--- config.mk ---
export PLATFORM = sky130hd
export DESIGN_NAME = adc_spi_frame_sequencer_top
export DESIGN_NICKNAME = d
export VERILOG_FILES = /design/src/hdl/afs_pkg.sv /design/src/hdl/adc_spi_frame_sequencer_top.sv /design/src/hdl/afs_chan_pick.sv
export SDC_FILE = /design/constraint.sdc
export NUM_CORES = 1
export LEC_CHECK = 0
export BUFFER_PORTS_ARGS = -buffer_cell sky130_fd_sc_hd__buf_2
export CELL_PAD_IN_SITES_DETAIL_PLACEMENT = 0
export CELL_PAD_IN_SITES_GLOBAL_PLACEMENT = 1
export CORE_MARGIN = 3
export CORE_UTILIZATION = 25
export CTS_CLUSTER_SIZE = 25
export DETAILED_ROUTE_END_ITERATION = 8
export MAX_ROUTING_LAYER = met4
export PLACE_DENSITY = 0.54
export SLEW_MARGIN = 20
export SYNTH_ARGS = -nofsm -noshare
export SYNTH_HDL_FRONTEND = slang
export SYNTH_SLANG_ARGS = --single-unit
--- constraint.sdc ---
create_clock -name clk -period 12.25 [get_ports clk]
set_input_delay 2.45 -clock clk [delete_from_list [all_inputs] [get_ports clk]]
set_output_delay 2.45 -clock clk [all_outputs]
set_load 0.01 [all_outputs]
--- src/hdl/afs_pkg.sv ---
// ----------------------------------------------------------------------------
// afs_pkg
// Shared types and frame codes for the converter frame sequencer.
// ----------------------------------------------------------------------------
package afs_pkg;

	localparam int CHAN_W        = 3;
	localparam int CHAN_SLOTS    = 8;
	localparam int SAMPLE_W      = 16;
	localparam int WORD_W        = 16;
	localparam int ADDR_W        = 7;
	localparam int BYTE_W        = 8;

	typedef logic [CHAN_W-1:0]   chan_t;
	typedef logic [SAMPLE_W-1:0] sample_t;
	typedef logic [WORD_W-1:0]   word_t;
	typedef logic [ADDR_W-1:0]   addr_t;
	typedef logic [BYTE_W-1:0]   byte_t;

	localparam word_t CMD_AUTO_RST  = 16'hA000;
	localparam word_t CMD_MAN_BASE  = 16'hC000;
	localparam word_t CMD_MAN_MASK  = 16'hE3FF;
	localparam addr_t ADDR_AUTO_SEQ = 7'h01;
	localparam addr_t ADDR_RANGE_BASE = 7'h05;
	localparam sample_t SIGN_FLIP   = 16'h8000;
	localparam byte_t MASK_RESET    = 8'hFF;
	localparam byte_t RANGE_CODE_MAX = 8'h06;
	localparam byte_t RANGE_RSVD_A  = 8'h03;
	localparam byte_t RANGE_RSVD_B  = 8'h04;

	typedef struct packed {
		chan_t lowest;
		chan_t next;
	} chan_pick_t;

endpackage

--- src/hdl/adc_spi_frame_sequencer_top.sv ---
// ----------------------------------------------------------------------------
// adc_spi_frame_sequencer_top
// Frame-level sequencer of an eight-channel converter with manual and
// automatic channel selection.
// ----------------------------------------------------------------------------
// usage
//   input channel: one frame per transfer (in_valid / in_stall), a command
//   word or a program write plus the eight channel samples seen at that time
//   output channel: one result per frame (out_valid / out_stall); a command
//   frame returns the previous conversion and its channel, a program frame
//   returns the echoed data byte of a taken write, else zero
//   path: the frame goes from the input register through decode and
//   channel pick into the result register, where out_valid rises; a
//   receiver stall can hold it in the input register
//   throughput: one frame per cycle without receiver stall; the channel
//   pick is one combinational priority stage feeding the state registers
//   reset: manual mode on channel 0, held conversion 0, all mask bits set,
//   range codes 0, both stages empty
//   receiver stall: the result register holds, the input register fills,
//   and in_stall rises only when both are occupied
// ----------------------------------------------------------------------------
module adc_spi_frame_sequencer_top #(
	parameter int NUM_CHANNELS = 8
) (
	input  logic                  clk,
	input  logic                  arst_n,
	input  logic                  in_valid,
	output logic                  in_stall,
	input  logic                  req_type,
	input  logic [15:0]           frame_word,
	input  logic [15:0]           sample_ch0,
	input  logic [15:0]           sample_ch1,
	input  logic [15:0]           sample_ch2,
	input  logic [15:0]           sample_ch3,
	input  logic [15:0]           sample_ch4,
	input  logic [15:0]           sample_ch5,
	input  logic [15:0]           sample_ch6,
	input  logic [15:0]           sample_ch7,
	output logic                  out_valid,
	input  logic                  out_stall,
	output logic [15:0]           read_data,
	output logic signed [15:0]    signed_sample,
	output logic [2:0]            data_channel,
	output logic [7:0]            echo_byte
);

	// input register
	logic                  valid_s1;
	logic                  req_type_s1;
	afs_pkg::word_t        word_s1;
	afs_pkg::sample_t      sample_s1 [afs_pkg::CHAN_SLOTS];

	// sequencer state
	afs_pkg::byte_t        auto_mask_q;
	afs_pkg::byte_t        range_codes_q [afs_pkg::CHAN_SLOTS];
	logic                  auto_mode_q;
	afs_pkg::chan_t        cur_chan_q;
	afs_pkg::sample_t      held_conv_q;
	afs_pkg::chan_t        held_chan_q;

	// result register
	logic                  out_valid_q;
	afs_pkg::sample_t      read_data_q;
	afs_pkg::chan_t        data_chan_q;
	afs_pkg::byte_t        echo_q;

	logic                  in_xfer;
	logic                  advance;
	afs_pkg::chan_pick_t   pick;

	// frame decode
	afs_pkg::addr_t        addr;
	logic                  wr_bit;
	afs_pkg::byte_t        data_byte;
	logic                  mask_wr;
	logic                  range_wr;
	logic                  code_ok;
	afs_pkg::chan_t        range_idx;
	logic                  is_auto_rst;
	logic                  is_manual;
	afs_pkg::chan_t        man_chan;
	logic                  cmd_frame;
	afs_pkg::chan_t        new_chan;
	logic                  new_mode;

	assign advance  = valid_s1 && (!out_valid_q || !out_stall);
	assign in_stall = valid_s1 && !advance;
	assign in_xfer  = in_valid && !in_stall;

	always_ff @(posedge clk or negedge arst_n) begin
		if (!arst_n) begin
			valid_s1 <= 1'b0;
		end else if (in_xfer) begin
			valid_s1 <= 1'b1;
		end else if (advance) begin
			valid_s1 <= 1'b0;
		end
	end

	always_ff @(posedge clk) begin
		if (in_xfer) begin
			req_type_s1  <= req_type;
			word_s1      <= frame_word;
			sample_s1[0] <= sample_ch0;
			sample_s1[1] <= sample_ch1;
			sample_s1[2] <= sample_ch2;
			sample_s1[3] <= sample_ch3;
			sample_s1[4] <= sample_ch4;
			sample_s1[5] <= sample_ch5;
			sample_s1[6] <= sample_ch6;
			sample_s1[7] <= sample_ch7;
		end
	end

	afs_chan_pick #(
		.NUM_CHANNELS(NUM_CHANNELS)
	) u_pick (
		.mask (auto_mask_q),
		.cur  (cur_chan_q),
		.pick (pick)
	);

	always_comb begin
		addr      = word_s1[15:9];
		wr_bit    = word_s1[8];
		data_byte = word_s1[7:0];
		code_ok   = (data_byte <= afs_pkg::RANGE_CODE_MAX)
			&& (data_byte != afs_pkg::RANGE_RSVD_A)
			&& (data_byte != afs_pkg::RANGE_RSVD_B);
		mask_wr   = req_type_s1 && wr_bit && (addr == afs_pkg::ADDR_AUTO_SEQ);
		range_wr  = req_type_s1 && wr_bit && code_ok
			&& (addr >= afs_pkg::ADDR_RANGE_BASE)
			&& (addr < afs_pkg::ADDR_W'(afs_pkg::ADDR_RANGE_BASE + NUM_CHANNELS));
		range_idx = afs_pkg::CHAN_W'(addr - afs_pkg::ADDR_RANGE_BASE);

		cmd_frame   = !req_type_s1;
		is_auto_rst = (word_s1 == afs_pkg::CMD_AUTO_RST);
		man_chan    = word_s1[12:10];
		is_manual   = ((word_s1 & afs_pkg::CMD_MAN_MASK) == afs_pkg::CMD_MAN_BASE)
			&& ({1'b0, man_chan} < 4'(NUM_CHANNELS));

		new_mode = auto_mode_q;
		new_chan = cur_chan_q;
		if (is_auto_rst) begin
			new_mode = 1'b1;
			new_chan = pick.lowest;
		end else if (is_manual) begin
			new_mode = 1'b0;
			new_chan = man_chan;
		end else if (auto_mode_q) begin
			new_chan = pick.next;
		end
	end

	always_ff @(posedge clk or negedge arst_n) begin
		if (!arst_n) begin
			auto_mask_q <= afs_pkg::MASK_RESET;
			auto_mode_q <= 1'b0;
			cur_chan_q  <= '0;
			held_conv_q <= '0;
			held_chan_q <= '0;
			for (int i = 0; i < afs_pkg::CHAN_SLOTS; i++) begin
				range_codes_q[i] <= '0;
			end
		end else if (advance) begin
			if (mask_wr) begin
				auto_mask_q <= data_byte;
			end
			if (range_wr) begin
				range_codes_q[range_idx] <= data_byte;
			end
			if (cmd_frame) begin
				auto_mode_q <= new_mode;
				cur_chan_q  <= new_chan;
				held_chan_q <= new_chan;
				held_conv_q <= sample_s1[new_chan];
			end
		end
	end

	always_ff @(posedge clk or negedge arst_n) begin
		if (!arst_n) begin
			out_valid_q <= 1'b0;
		end else if (advance) begin
			out_valid_q <= 1'b1;
		end else if (!out_stall) begin
			out_valid_q <= 1'b0;
		end
	end

	always_ff @(posedge clk) begin
		if (advance) begin
			read_data_q <= cmd_frame ? held_conv_q : '0;
			data_chan_q <= cmd_frame ? held_chan_q : '0;
			echo_q      <= (mask_wr || range_wr) ? data_byte : '0;
		end
	end

	// sign flip is kept out of the result register, it only applies to command frames
	logic result_is_cmd_q;

	always_ff @(posedge clk) begin
		if (advance) begin
			result_is_cmd_q <= cmd_frame;
		end
	end

	assign out_valid     = out_valid_q;
	assign read_data     = read_data_q;
	assign signed_sample = result_is_cmd_q ? signed'(read_data_q ^ afs_pkg::SIGN_FLIP) : '0;
	assign data_channel  = data_chan_q;
	assign echo_byte     = echo_q;

endmodule

--- src/hdl/afs_chan_pick.sv ---
// ----------------------------------------------------------------------------
// afs_chan_pick
// Priority pick of the lowest enabled channel and of the next enabled
// channel above the current one, with wrap.
// ----------------------------------------------------------------------------
module afs_chan_pick #(
	parameter int NUM_CHANNELS = 8
) (
	input  afs_pkg::byte_t     mask,
	input  afs_pkg::chan_t     cur,
	output afs_pkg::chan_pick_t pick
);

	localparam int SUM_W = afs_pkg::CHAN_W + 1;

	always_comb begin
		logic [SUM_W-1:0] sum;
		pick.lowest = '0;
		pick.next   = cur;
		for (int c = NUM_CHANNELS - 1; c >= 0; c--) begin
			if (mask[c]) begin
				pick.lowest = afs_pkg::chan_t'(c);
			end
		end
		// walk from the furthest step back so the nearest enabled channel wins
		for (int i = NUM_CHANNELS; i >= 1; i--) begin
			sum = {1'b0, cur} + SUM_W'(i);
			if (sum >= SUM_W'(NUM_CHANNELS)) begin
				sum = sum - SUM_W'(NUM_CHANNELS);
			end
			if (mask[sum[afs_pkg::CHAN_W-1:0]]) begin
				pick.next = sum[afs_pkg::CHAN_W-1:0];
			end
		end
	end

endmodule
### Word level (Yosys, flattened, before mapping)

Memories as Yosys holds them, arrays and structs flattened. A register that Yosys moved wholly into a read port is not among the register bits.
Cells that the tools add are included.

| storage, ports and cells | value |
|---|---|
| register bits | 59 |
| RAM bits | 128 |
| bits of input ports | 149 |
| output and inout port bits | 45 |
| word-level logic and storage cells | 130 |
| memories | 1 |

Memory list:

| memory | words | width | read ports | clocked after Yosys merged registers in | wr ports | RTL line | RTL |
|---|---|---|---|---|---|---|---|
| sample_s1 | 8 | 16 | 1 | 1 | 8 | adc_spi_frame_sequencer_top.sv:51 | `afs_pkg::sample_t sample_s1 [afs_pkg::CHAN_SLOTS];` |

| operators by class | value |
|---|---|
| add/sub/neg operators | 16 |
| magnitude comparators | 19 |
| eq/ne operators | 6 |
| multiplexer cells | 52 |
| bitwise logic cells | 2 |
| reductions and logical operators | 23 |

Operators with widths:

| kind | number |
|---|---|
| 3-bit 2-to-1 mux | 27 |
| 4-bit >= comparator (second input constant) | 8 |
| 3-bit by 4-bit less-than comparator with 1-bit output (second input constant) | 8 |
| 1-bit binary-select mux with 3-bit select | 8 |
| 3-bit by 1-bit subtractor with 3-bit output (second input constant) | 8 |
| 3-bit by 3-bit adder with 4-bit output (second input constant) | 4 |
| 16-bit equality test (second input constant) | 1 |
| 1-bit 2-to-1 mux | 16 |
| 16-bit 2-to-1 mux | 1 |
| 13-bit equality test (second input constant) | 1 |
| 1-bit logical AND | 10 |
| 3-bit by 2-bit adder with 4-bit output (second input constant) | 2 |
| 8-bit by 3-bit less-or-equal comparator with 1-bit output (second input constant) | 1 |
| 8-bit by 2-bit inequality test with 1-bit output (second input constant) | 1 |
| 8-bit by 3-bit inequality test with 1-bit output (second input constant) | 1 |
| 7-bit by 1-bit equality test with 1-bit output (second input constant) | 1 |
| 7-bit by 3-bit >= comparator with 1-bit output (second input constant) | 1 |
| 7-bit by 4-bit less-than comparator with 1-bit output (second input constant) | 1 |
| 1-bit logical NOT | 6 |
| 3-bit by 1-bit adder with 4-bit output (second input constant) | 1 |
| 3-bit by 4-bit adder with 4-bit output (second input constant) | 1 |
| 2-bit AND reduction | 2 |
| 2-bit nonzero test | 2 |
| 3-bit AND reduction | 1 |
| other kinds (3) | 5 |

### Logic depth before layout (Yosys ltp)

Gate-level depths: netlist of run 1.

| depth | value |
|---|---|
| word-level depth | 16 |
| depth in mapped cells | 16 |
| depth with buffers taken out | 11 |

### Hierarchy

Synthesis of run 1 repeated with hierarchy kept, for this count alone.

| second synthesis, totals | value |
|---|---|
| cells, all modules | 579 |
| area, all modules | 9,013.6 um^2 |

Modules (own cells, without submodules):

| module | times used | cells each | area an instance (um^2) | seq. area each (um^2) |
|---|---|---|---|---|
| adc_spi_frame_sequencer_top | 1 | 460 | 8,003.9 | 5,955.7 |
| afs_chan_pick | 1 | 119 | 1,009.7 | 0.0 |

### Least setup slack after synthesis of run 1

Ideal clock, no wire load.

| timing path | value |
|---|---|
| path kind | in2reg |
| from | input out_stall |
| to | register req_type_s1, enable pin |
| library setup time | 0.522 ns |
| arrival | 5.896 ns |
| required time | 11.728 ns |
| slack | 5.832 ns |
| cell stages on the path | 2 |
| path buffers | 0 |
| path through | nand3_1 > and2_1 |

| on the way | value |
|---|---|
| word-level cells in the longest chain between the ends | 7 |

Ends and longest elaborated chain:

| item | RTL line | RTL |
|---|---|---|
| start: declaration | adc_spi_frame_sequencer_top.sv:40 | `input logic out_stall,` |
| 1-bit logical NOT | - |  |
| 1-bit logical OR | adc_spi_frame_sequencer_top.sv:86 | `assign advance = valid_s1 && (!out_valid_q \|\| !out_stall);` |
| 1-bit logical AND | adc_spi_frame_sequencer_top.sv:86 |  |
| 1-bit logical NOT | adc_spi_frame_sequencer_top.sv:87 | `assign in_stall = valid_s1 && !advance;` |
| 1-bit logical AND | adc_spi_frame_sequencer_top.sv:87 |  |
| 1-bit logical NOT | adc_spi_frame_sequencer_top.sv:88 | `assign in_xfer = in_valid && !in_stall;` |
| 1-bit logical AND | adc_spi_frame_sequencer_top.sv:88 |  |
| named net in_xfer | adc_spi_frame_sequencer_top.sv:67 | `logic in_xfer;` |
| end signal: assignment | adc_spi_frame_sequencer_top.sv:102 | `req_type_s1 <= req_type;` |
| end: declaration | adc_spi_frame_sequencer_top.sv:49 | `logic req_type_s1;` |

The timed path passes the listed nets, and every way through them passes these cells.
A chain may end at the register's enable or synchronous reset.

### Final worst setup path of run 1

| timing path | value |
|---|---|
| from | input out_stall |
| to | output in_stall |

| on the way | value |
|---|---|
| word-level cells in the longest chain between the ends | 5 |

Ends and longest elaborated chain:

| item | RTL line | RTL |
|---|---|---|
| 1-bit logical NOT | - |  |
| 1-bit logical OR | adc_spi_frame_sequencer_top.sv:86 |  |
| 1-bit logical AND | adc_spi_frame_sequencer_top.sv:86 |  |
| 1-bit logical NOT | adc_spi_frame_sequencer_top.sv:87 |  |
| 1-bit logical AND | adc_spi_frame_sequencer_top.sv:87 |  |
| end: declaration | adc_spi_frame_sequencer_top.sv:28 | `output logic in_stall,` |

Every way passes these cells.

==> results of run 1 <==
-- state kept, by name, summed over array words and instances, names as in the netlist --
signal / cells
held_conv_q: 16
out_valid: 1
held_chan_q: 3
result_is_cmd_q: 1
auto_mask_q: 8
auto_mode_q: 1
valid_s1: 1
read_data: 16
data_channel: 3
sample_s1: 128
req_type_s1: 1
echo_byte: 8
word_s1: 16
-- where the power goes --
| group | internal (mW) | switching (mW) |
|---|---|---|
| combinational | 0.0919 | 0.0976 |
| clock | 0.447 | 0.288 |
| sequential | 0.825 | 0.0359 |
-- placed cells by master, fill, tap and decap left out, types with 17 or more instances in the layout --
master / Yosys / layout
sky130_fd_sc_hd__buf_2: 6 / 193
sky130_fd_sc_hd__edfxtp_1: 173 / 173
sky130_fd_sc_hd__mux2i_1: 79 / 78
sky130_fd_sc_hd__and2_1: 35 / 33
sky130_fd_sc_hd__nand2_1: 32 / 32
sky130_fd_sc_hd__mux2_2: 27 / 27
sky130_fd_sc_hd__clkbuf_16: 0 / 25
sky130_fd_sc_hd__nor2b_1: 22 / 22
sky130_fd_sc_hd__dfrtp_1: 22 / 22
sky130_fd_sc_hd__o21a_1: 17 / 17
-- per-stage QoR --
stage,setup WS (ns),std cells,hold WS (ns),cell area [um2]
2_1_floorplan,5.83,585,0.464,8990
3_3_place_gp,6.96,1211,0.539,10400
3_5_place_dp,6.96,1211,0.540,10400
4_1_cts,6.95,1257,0.542,11200
5_1_grt,6.79,1259,0.579,11200
6_report,6.96,1259,0.543,11200
-- cells by family (layout without fill, tap and decap cells) --
| group | Yosys count | in the layout |
|---|---|---|
| flops | 203 | 203 |
| simple gates | 143 | 143 |
| mux | 116 | 116 |
| compound gates | 80 | 80 |
| buf+inv | 38 | 255 |
| xor+xnor | 3 | 3 |
| fa+ha+maj | 2 | 2 |
| other cells | 0 | 2 |
-- worst max path at each step --
| stage | from | to | slack [ns] |
|---|---|---|---|
| 3_3_place_gp | out_stall | in_stall | 6.96 |
| 4_1_cts | out_stall | in_stall | 6.95 |
| 5_1_grt | held_chan_q[0] | held_conv_q[11] | 6.79 |
| 2_1_floorplan | out_stall | req_type_s1 | 5.83 |
| 3_5_place_dp | out_stall | in_stall | 6.96 |
| 6_report | out_stall | in_stall | 6.96 |
-- final cells by class --
class,instances,area [um2],area share (%)
Clock inverter,7,106,0.949
Timing Repair Buffer,201,1030,9.15
Tap cell,455,569,5.08
Clock buffer,39,718,6.41
Multi-Input combinational cell,344,2800,25.0
Sequential cell,203,5960,53.1
Antenna cell,2,5.00,0.0446
Inverter,8,30.0,0.268
-- metal layers --
| metal | vias to the layer above | track usage [%] | routed length [um] |
|---|---|---|---|
| met5 | - | - | 0 |
| met4 | 0 | 3.43 | 621 |
| met3 | 39 | 2.80 | 1420 |
| met2 | 186 | 19.9 | 11400 |
| met1 | 2691 | 15.8 | 10200 |
| li1 | 2636 | - | - |
-- critical path, cell delays in order --
cell and delay (ns):
sky130_fd_sc_hd__buf_2 0.10, sky130_fd_sc_hd__nand3_1 0.11, sky130_fd_sc_hd__inv_1 0.05, sky130_fd_sc_hd__buf_2 0.13
==> reports/metrics.yaml, run 1 <==
outcome: "finished, final reports clean"
synth.area.mux_share_pct: 14.5
wire_per_inst_um: 18.8
maxSlewHeadroom_pct: 27.1
end_kind: "primary output"
cts_resized: 0
postSynthCellCount: 585
chipWidth_um: 196
synthToLayoutAreaGrowth_pct: 24.7
cts_tree: "yes"
synth_compound_area_share_pct: 6.99
ctsRootBufferMaster: "sky130_fd_sc_hd__clkbuf_16"
critical_path_class: "primary input to primary output"
post_synth.cell_area_avg_um2: 15.4
yosysWarningCount: 0
cap_violations: 0
nets: 934
reg2regPathDepth: 11
cts_made_buffers: 25
clock-sinks: 203
fillerInstances: 3493
cts.reportedPaths.clkPinSlew_ns: 0.06
synth-async-reset-ratio_pct: 14.8
postRouteAntennaNets: 0
synth_common_cells: "sky130_fd_sc_hd__edfxtp_1 (173), sky130_fd_sc_hd__mux2i_1 (79), sky130_fd_sc_hd__and2_1 (35), sky130_fd_sc_hd__nand2_1 (32), sky130_fd_sc_hd__mux2_2 (27)"
start_util_pct: 25.7
finalSetupViolations: 0
core-area_um2: 35000
post_synth_adder_cell_area_pct: 0.278
cts-hold-fix-buffers: 0
report.final.hold_viol_count: 0
synth_top_cell_area_share_pct: 57.8
clk_latency_ns: 0.54
drive_above_1_share_pct: 36.5
layout_worst_path_cycle_share_pct: 43.2
leakagePower_nw: 4.71
timing.hold.worst_path_depth: 1
design.die.area_um2: 38300
fmax_ghz: 0.189
worstReg2RegEnd: "held_conv_q[15]"
dieHeight_um: 196
grt_antenna_before_repair: 4
iteration_0_drc_count_of_the_detailed_router: 209
synth_xor_area_share_pct: 0.585
grt_first_pass_wirelength_mm: 35.3
worstHoldPathType: "flip-flop to flip-flop"
fin_util_pct: 32.1
detailroute.via_count: 5552
synth_flop_cell: "sky130_fd_sc_hd__edfxtp_1"
synth_top_family_by_area: "multiplexers"
cell_area_after_synthesis_um2: 8990
final-max-slew-violation-count: 0
finalSetupTns_ns: 0
portBuffers: 193
crit-reg2reg-launch: "held_chan_q[0]"
vdd_drop_max_mv: 0.111
fin_crit_ns: 5.29
routabilityCongestion: 0.810
cts.repair_timing.setup_buffer_count: 0
rrSetupSlack_ns: 7.14
cp_data_required_time_ns: 9.80
synth.largest_area_cell: "sky130_fd_sc_hd__edfxtp_1"
grt_use_total_pct: 12.4
yosysSeqAreaShare_pct: 66.3
synth-seq-cells: 203
post-dp-hpwl_mm: 15.6
min_to: "read_data[5]"
yosys.cell_count.top_type: "sky130_fd_sc_hd__edfxtp_1"
design_power_total_mw: 1.79
hold_start: "held_conv_q[5]"
first_global_vias: 5774
crit_fanout: 3
critical_path_arrival_ns: 2.84
grt_start_max_net_pins: 69
syn_nets: 736
netlist-cell-type-count: 61
post_synth_and_or_nand_nor_area_fraction_pct: 8.57
wl_mm: 23.7
rows: 68
drc_errors: 0
routed_via_density: 4.41
skew_ns: 0.0147
worst_slew_pin_slew_ns: 1.09
grt_overflow: 0
grt_setup_unrepaired: "false"
cp-start-kind: "primary input"
synth.top_cells.by_area: "sky130_fd_sc_hd__edfxtp_1 (58%), sky130_fd_sc_hd__mux2i_1 (8.8%), sky130_fd_sc_hd__dfrtp_1 (6.1%)"
ios: 194
ctsHtreeMaxLevel: 1
power_per_cell_area_nw_per_um2: 159
detail_route.first_pass.iterations: 5
synth_edf_count: 173
cts-root-to-sink-buffers: 3
No activity file was read; power rests on OpenSTA's default activity.
==> run 2: changes to the inputs <==
--- a/config.mk
+++ b/config.mk
@@ -13,7 +13,7 @@
 export CTS_CLUSTER_SIZE = 25
 export DETAILED_ROUTE_END_ITERATION = 8
 export MAX_ROUTING_LAYER = met4
-export PLACE_DENSITY = 0.54
+export PLACE_DENSITY = 0.55
 export SLEW_MARGIN = 20
 export SYNTH_ARGS = -nofsm -noshare
 export SYNTH_HDL_FRONTEND = slang
==> constraint.sdc (replaced) <==
create_clock -name clk -period 4.84 [get_ports clk]
set_input_delay 0.968 -clock clk [delete_from_list [all_inputs] [get_ports clk]]
set_output_delay 0.968 -clock clk [all_outputs]
set_load 0.01 [all_outputs]
==> run 2 against run 1 <==
Critical path depth rose by 7. Sequential power rose to 2.5 times the previous value. Register-to-register slack lost 6.3 ns. Power grew to 2.5 times the previous value. First-iteration DRC count grew 0.48%. Count of clock-buffer cells in the layout down 1. Non-clock buffer count is 1 higher. Clock skew fell by 0.0031 ns. Hold slack got worse by 0.0022 ns. Sequential share of layout area is 0.065 points lower. Combinational power rose to 2.5 times the previous value.
==> reports/metrics.yaml, run 2 (synthesized netlist as in run 1, its figures left out) <==
portBuffers: 193  # unchanged
power_per_cell_area_nw_per_um2: 398  # +150%
cts_made_buffers: 24  # -4.0%
core-area_um2: 35000  # unchanged
grt_overflow: 0  # unchanged
power_report.internal_total_mw: 3.44  # +150%
finalSetupTns_ns: 0  # unchanged
rows: 68  # unchanged
placed_cells_incl_taps: 1212  # +0.083%
fmax_ghz: 0.249
layout.cells.most_common: "sky130_fd_sc_hd__buf_2"
post-dp-hpwl_mm: 15.2  # -2.5%
worst_slew_pin_slew_ns: 1.00  # -0.0913 ns
critical_path_class: "flip-flop to flip-flop"
cp-start-kind: "flip-flop"
drc_errors: 0  # unchanged
crit_fanout: 65  # +62
clock_power_share_pct: 40.7  # -0.5 points
first_global_vias: 5794  # +0.35%
power.share.sequential_pct: 48.7  # +0.5 points
cts-hold-fix-buffers: 0  # unchanged
fin_cells: 1256  # -0.24%
dieHeight_um: 196  # unchanged
slowest_delay_ns: 0.64  # +0.51 ns
leakagePower_nw: 4.72  # +0.16%
chipWidth_um: 196  # unchanged
finalSetupViolations: 0  # unchanged
largest_register_ffs: 128  # unchanged
combinationalPowerShare_pct: 10.6  # about the same
worstHoldPathType: "flip-flop to flip-flop"
cap_violations: 0  # unchanged
layout.cells.most_common_list: "sky130_fd_sc_hd__buf_2 (193), sky130_fd_sc_hd__edfxtp_1 (173), sky130_fd_sc_hd__mux2i_1 (78)"
report.final.hold_viol_count: 0  # unchanged
clk_latency_ns: 0.52  # -0.02 ns
critical_path.top_delay_family: "multiplexers"
routabilityCongestion: 0.840  # +3.7%
ctsHtreeMaxLevel: 1  # unchanged
wl_mm: 22.9  # -3.1%
fin_crit_ns: 4.02
vdd_drop_max_mv: 0.261  # +140%
iteration_0_drc_count_of_the_detailed_router: 210  # +0.48%
final-max-slew-violation-count: 0  # unchanged
ctsRootBufferMaster: "sky130_fd_sc_hd__clkbuf_16"
grt_use_total_pct: 12.1  # -0.27 points
clock-sinks: 203  # unchanged
antenna-diode-count: 0  # -2
cp_data_required_time_ns: 5.25  # -4.55 ns
cts_resized: 0  # unchanged
grt_setup_unrepaired: "false"
ios: 194  # unchanged
netsw_mw: 1.03  # +150%
synthToLayoutAreaGrowth_pct: 24.9
p_sw_share_pct: 23.1  # -0.50 points
design.die.area_um2: 38300  # unchanged
wire_per_inst_um: 18.3  # -2.8%
skew_ns: 0.0115  # -0.00315 ns
grt_start_max_net_pins: 146  # +110%
grt_antenna_before_repair: 0  # -4
grt_first_pass_wirelength_mm: 34.7  # -1.8%
maxSlewHeadroom_pct: 33.2  # +6.1 points
postRouteAntennaNets: 0  # unchanged
finalHoldWorstSlack_ns: 0.541  # -0.00220 ns
cts.repair_timing.setup_buffer_count: 0  # unchanged
series_of_cell_instances_along_the_critical_path: "clkinv_1 -> ha_1 -> inv_1 -> mux4_2 -> o311ai_1 -> a21oi_1 -> mux2i_4 -> buf_12 -> mux2_2 -> o21a_1 -> a221o_1"
final_area_um2: 11200  # +0.12%
detailroute.via_count: 5517  # -0.63%
detail_route.first_pass.iterations: 4  # -1
placed_area_um2: 10400  # +0.43%
design_power_total_mw: 4.47  # +150%
cts.reportedPaths.clkPinSlew_ns: 0.06  # about the same
outcome: "finished, final reports clean"
cts_tree: "yes"
critPathBufInv: 3  # unchanged
start_util_pct: 25.7  # unchanged
timing.critical_path.slowest_stage_cell: "sky130_fd_sc_hd__ha_1"
drive_above_1_share_pct: 36.3  # -0.20 points
end_kind: "flip-flop"
layout_worst_path_cycle_share_pct: 83.1
nets: 934  # unchanged
routed_via_density: 4.39  # -0.39%
critical_path_arrival_ns: 4.43  # +1.59 ns
largest-register: "sample_s1"
cts-root-to-sink-buffers: 3  # unchanged
run 2: changes by cell type in the layout (fill, tap and decap cells not counted):
cell                       previous run  this run
sky130_fd_sc_hd__buf_4                8         6
sky130_fd_sc_hd__clkbuf_1            10         9
sky130_fd_sc_hd__clkinv_1             1         3
sky130_fd_sc_hd__buf_12               0         3
sky130_fd_sc_hd__diode_2              2         0
sky130_fd_sc_hd__inv_16               1         0
sky130_fd_sc_hd__clkinv_2             2         0
run 2: final timing paths:
check	endpoint	startpoint	slack, ns	cells after the start
setup / recovery	held_conv_q[12]	held_chan_q[1]	0.82	11
hold / removal	auto_mask_q[4]	word_s1[4]	0.54	1
setup reg to reg	held_conv_q[12]	held_chan_q[1]	0.82	11
hold reg to reg	auto_mask_q[4]	word_s1[4]	0.54	1
max in group asynchronous	held_conv_q[3]	arst_n	3.74	1
min in group asynchronous	held_conv_q[9]	arst_n	0.56	1
run 2: layer usage:
metal  track usage [%]  wire [um]  vias up
met1              15.3       9820     2693
li1                  -          -     2638
met4              3.01        503        0
met5                 -          0        -
met2              19.9      11300      152
met3              2.66       1320       34
run 2: final cells by class:
type / count / area, um2
fillers: 3487 / 23700
inverters: 8 / 30.0
clock buffers: 38 / 714
well taps: 455 / 569
clock inverters: 6 / 83.8
multi-input cells: 344 / 2800
flip-flops and latches: 203 / 5960
repair buffers: 202 / 1070
run 2: through the flow:
step | setup WS, ns | utilization (%)
6_report | 0.820 | 32.1
5_1_grt | 0.617 | 32.1
4_1_cts | 0.802 | 32.1
3_5_place_dp | 0.802 | 29.8
3_3_place_gp | 0.867 | 29.8
2_1_floorplan | 1.35 | -
run 2: power groups by stage:
stage	registers, mW	logic (mW)	clock network [mW]
floorplan	2.18	0.305	0
global placement	2.22	0.482	0
detailed placement	2.22	0.487	0
CTS	2.18	0.489	1.89
global route	2.20	0.529	1.96
finish	2.18	0.476	1.82
==> run 3: changes to the inputs <==
--- a/config.mk
+++ b/config.mk
@@ -13,7 +13,7 @@
 export CTS_CLUSTER_SIZE = 25
 export DETAILED_ROUTE_END_ITERATION = 8
 export MAX_ROUTING_LAYER = met4
-export PLACE_DENSITY = 0.55
+export PLACE_DENSITY = 0.54
 export SLEW_MARGIN = 20
 export SYNTH_ARGS = -nofsm -noshare
 export SYNTH_HDL_FRONTEND = slang
==> constraint.sdc (replaced) <==
create_clock -name clk -period 3.8 [get_ports clk]
set_input_delay 0.76 -clock clk [delete_from_list [all_inputs] [get_ports clk]]
set_output_delay 0.76 -clock clk [all_outputs]
set_load 0.01 [all_outputs]
==> run 3 against run 2 <==
Wire length is 2.5% higher. Hold slack worse by 0.18 ns. Sequential cell count stayed put. Die area stayed put. Core utilization is 0.40 points higher. Largest cell class unchanged. Largest power group unchanged. Highest routed layer unchanged.
==> reports/metrics.yaml, run 3 (synthesized netlist as in run 1, its figures left out) <==
outcome: "finished, final reports clean"
register_area_um2: 5960  # about the same
total_area_of_multi_input_combinational_cells_um2: 2810  # +0.45%
fmax_ghz: 0.279  # +12%
worstReg2RegEnd: "held_conv_q[0]"
netsw_mw: 1.33  # +29%
finalSetupTns_ns: 0  # unchanged
clock-sinks: 203  # unchanged
fillerInstances: 3475  # -0.34%
wire_per_inst_um: 18.5  # +1.4%
first_global_vias: 5969  # +3.0%
cts-root-to-sink-buffers: 3  # unchanged
crit_fanout: 46  # -29%
grt_use_total_pct: 12.5  # +0.40 points
ios: 194  # unchanged
final-max-slew-violation-count: 0  # unchanged
grt_start_max_net_pins: 56  # -62%
power_per_cell_area_nw_per_um2: 510  # +28%
grt_setup_unrepaired: "false"
vdd_drop_max_mv: 0.414  # +58%
dieHeight_um: 196  # unchanged
critical_path_arrival_ns: 3.99  # -0.44 ns
cp_data_required_time_ns: 4.20  # -1.05 ns
iteration_0_drc_count_of_the_detailed_router: 248  # +18%
wl_mm: 23.5  # +2.5%
clk_latency_ns: 0.53  # about the same
layout.cells.most_common: "sky130_fd_sc_hd__buf_2"
core-area_um2: 35000  # unchanged
postRouteAntennaNets: 0  # unchanged
p_sw_share_pct: 23.0  # -0.13 points
ctsRootBufferMaster: "sky130_fd_sc_hd__clkbuf_16"
rows: 68  # unchanged
reg2regPathDepth: 11  # unchanged
power_report.internal_total_mw: 4.46  # +30%
cts.repair_timing.setup_buffer_count: 0  # unchanged
finalSetupViolations: 0  # unchanged
grt_first_pass_wirelength_mm: 35.8  # +3.4%
design.die.area_um2: 38300  # unchanged
nets: 943  # +0.96%
layout_worst_path_cycle_share_pct: 94.4  # +11 points
routed_via_density: 4.35  # -0.88%
worst_slew_pin_slew_ns: 0.891  # -0.111 ns
crit-reg2reg-launch: "held_chan_q[0]"
maxSlewHeadroom_pct: 40.6  # +7.4 points
cap_violations: 0  # unchanged
end_kind: "flip-flop"
detail_route.first_pass.iterations: 4  # unchanged
critical_path_class: "flip-flop to flip-flop"
grt_overflow: 0  # unchanged
worstHoldPathType: "primary input to async pin"
leakagePower_nw: 4.78  # +1.4%
rrSetupSlack_ns: 0.21  # -0.61 ns
post-dp-hpwl_mm: 16.0  # +5.0%
cp-start-kind: "flip-flop"
fin_util_pct: 32.5  # +0.40 points
synthToLayoutAreaGrowth_pct: 26.4
report.final.hold_viol_count: 0  # unchanged
skew_ns: 0.0228  # +0.0113 ns
cts_made_buffers: 24  # unchanged
layout.cells.most_common_list: "sky130_fd_sc_hd__buf_2 (193), sky130_fd_sc_hd__edfxtp_1 (173), sky130_fd_sc_hd__mux2i_1 (77)"
cts_tree: "yes"
grt_antenna_before_repair: 5  # +5
cts-hold-fix-buffers: 0  # unchanged
ctsHtreeMaxLevel: 1  # unchanged
detailroute.via_count: 5525  # +0.15%
largest_register_ffs: 128  # unchanged
portBuffers: 193  # unchanged
drc_errors: 0  # unchanged
combinationalPowerShare_pct: 10.8  # +0.2 points
power.share.sequential_pct: 48.0  # -0.7 points
chipWidth_um: 196  # unchanged
cts.reportedPaths.clkPinSlew_ns: 0.06  # about the same
clock_power_share_pct: 41.2  # +0.5 points
largest-register: "sample_s1"
placed_area_um2: 10500  # +0.89%
routabilityCongestion: 0.819  # -2.5%
fin_crit_ns: 3.59  # -0.435 ns
drive_above_1_share_pct: 37.4  # +1.1 points
final_area_um2: 11400  # +1.2%
start_util_pct: 25.7  # unchanged
[run 3: stage by stage]
stage,cells,setup slack [ns],total power [mW],hold slack [ns]
after global routing,1269,0.0117,6.07,0.373
after global placement,1221,0.199,3.46,0.534
after floorplan,585,0.308,3.17,0.464
after CTS,1265,0.145,5.89,0.370
final,1269,0.214,5.79,0.360
after detailed placement,1221,0.154,3.47,0.528
[run 3: power groups by stage]
stage               clock [mW]  combinational, mW  sequential, mW
global route              2.56              0.695            2.81
finish                    2.39              0.627            2.78
detailed placement           0              0.637            2.83
CTS                       2.47              0.642            2.79
floorplan                    0              0.389            2.78
global placement             0              0.634            2.83
[run 3: layer usage]
layer  up-vias  GRT usage [%]  wire [um]
met5         -              -          0
met4         0           2.93        471
met3        31           3.07       1270
met2       151           19.7      11200
met1      2679           16.3      10600
li1       2664              -          -
[run 3: worst max path at each step]
stage	start	slack, ns	end
CTS	held_chan_q[2]	0.15	held_conv_q[3]
floorplan	held_chan_q[0]	0.31	held_conv_q[15]
detailed placement	held_chan_q[2]	0.15	held_conv_q[10]
global route	held_chan_q[0]	0.01	held_conv_q[10]
finish	held_chan_q[0]	0.21	held_conv_q[0]
global placement	held_chan_q[2]	0.20	held_conv_q[1]
[run 3: area by class of cell]
class,instances,share of cell area [%]
repair buffers,211,10.2
diodes,4,0.0881
inverters,8,0.264
clock buffers,38,6.29
well taps,455,5.01
multi-input cells,344,24.7
clock inverters,6,0.947
flip-flops and latches,203,52.4
[run 3: what timing repair did]
item / CTS / global route
resized for setup: 0 / 3
endpoints found under the hold margin: 0 / 0
setup endpoints to repair: 0 / 4
[run 3: worst max-delay path, stage by stage (launching register included)]
cell and delay (ns):
sky130_fd_sc_hd__dfrtp_1 0.39, sky130_fd_sc_hd__buf_12 0.19, sky130_fd_sc_hd__ha_1 0.29, sky130_fd_sc_hd__xor2_2 0.29
sky130_fd_sc_hd__mux2i_1 0.13, sky130_fd_sc_hd__mux2_2 0.34, sky130_fd_sc_hd__a21oi_1 0.29, sky130_fd_sc_hd__mux2i_4 0.32
sky130_fd_sc_hd__buf_12 0.33, sky130_fd_sc_hd__mux2_2 0.38, sky130_fd_sc_hd__o21a_1 0.17, sky130_fd_sc_hd__a221o_1 0.28
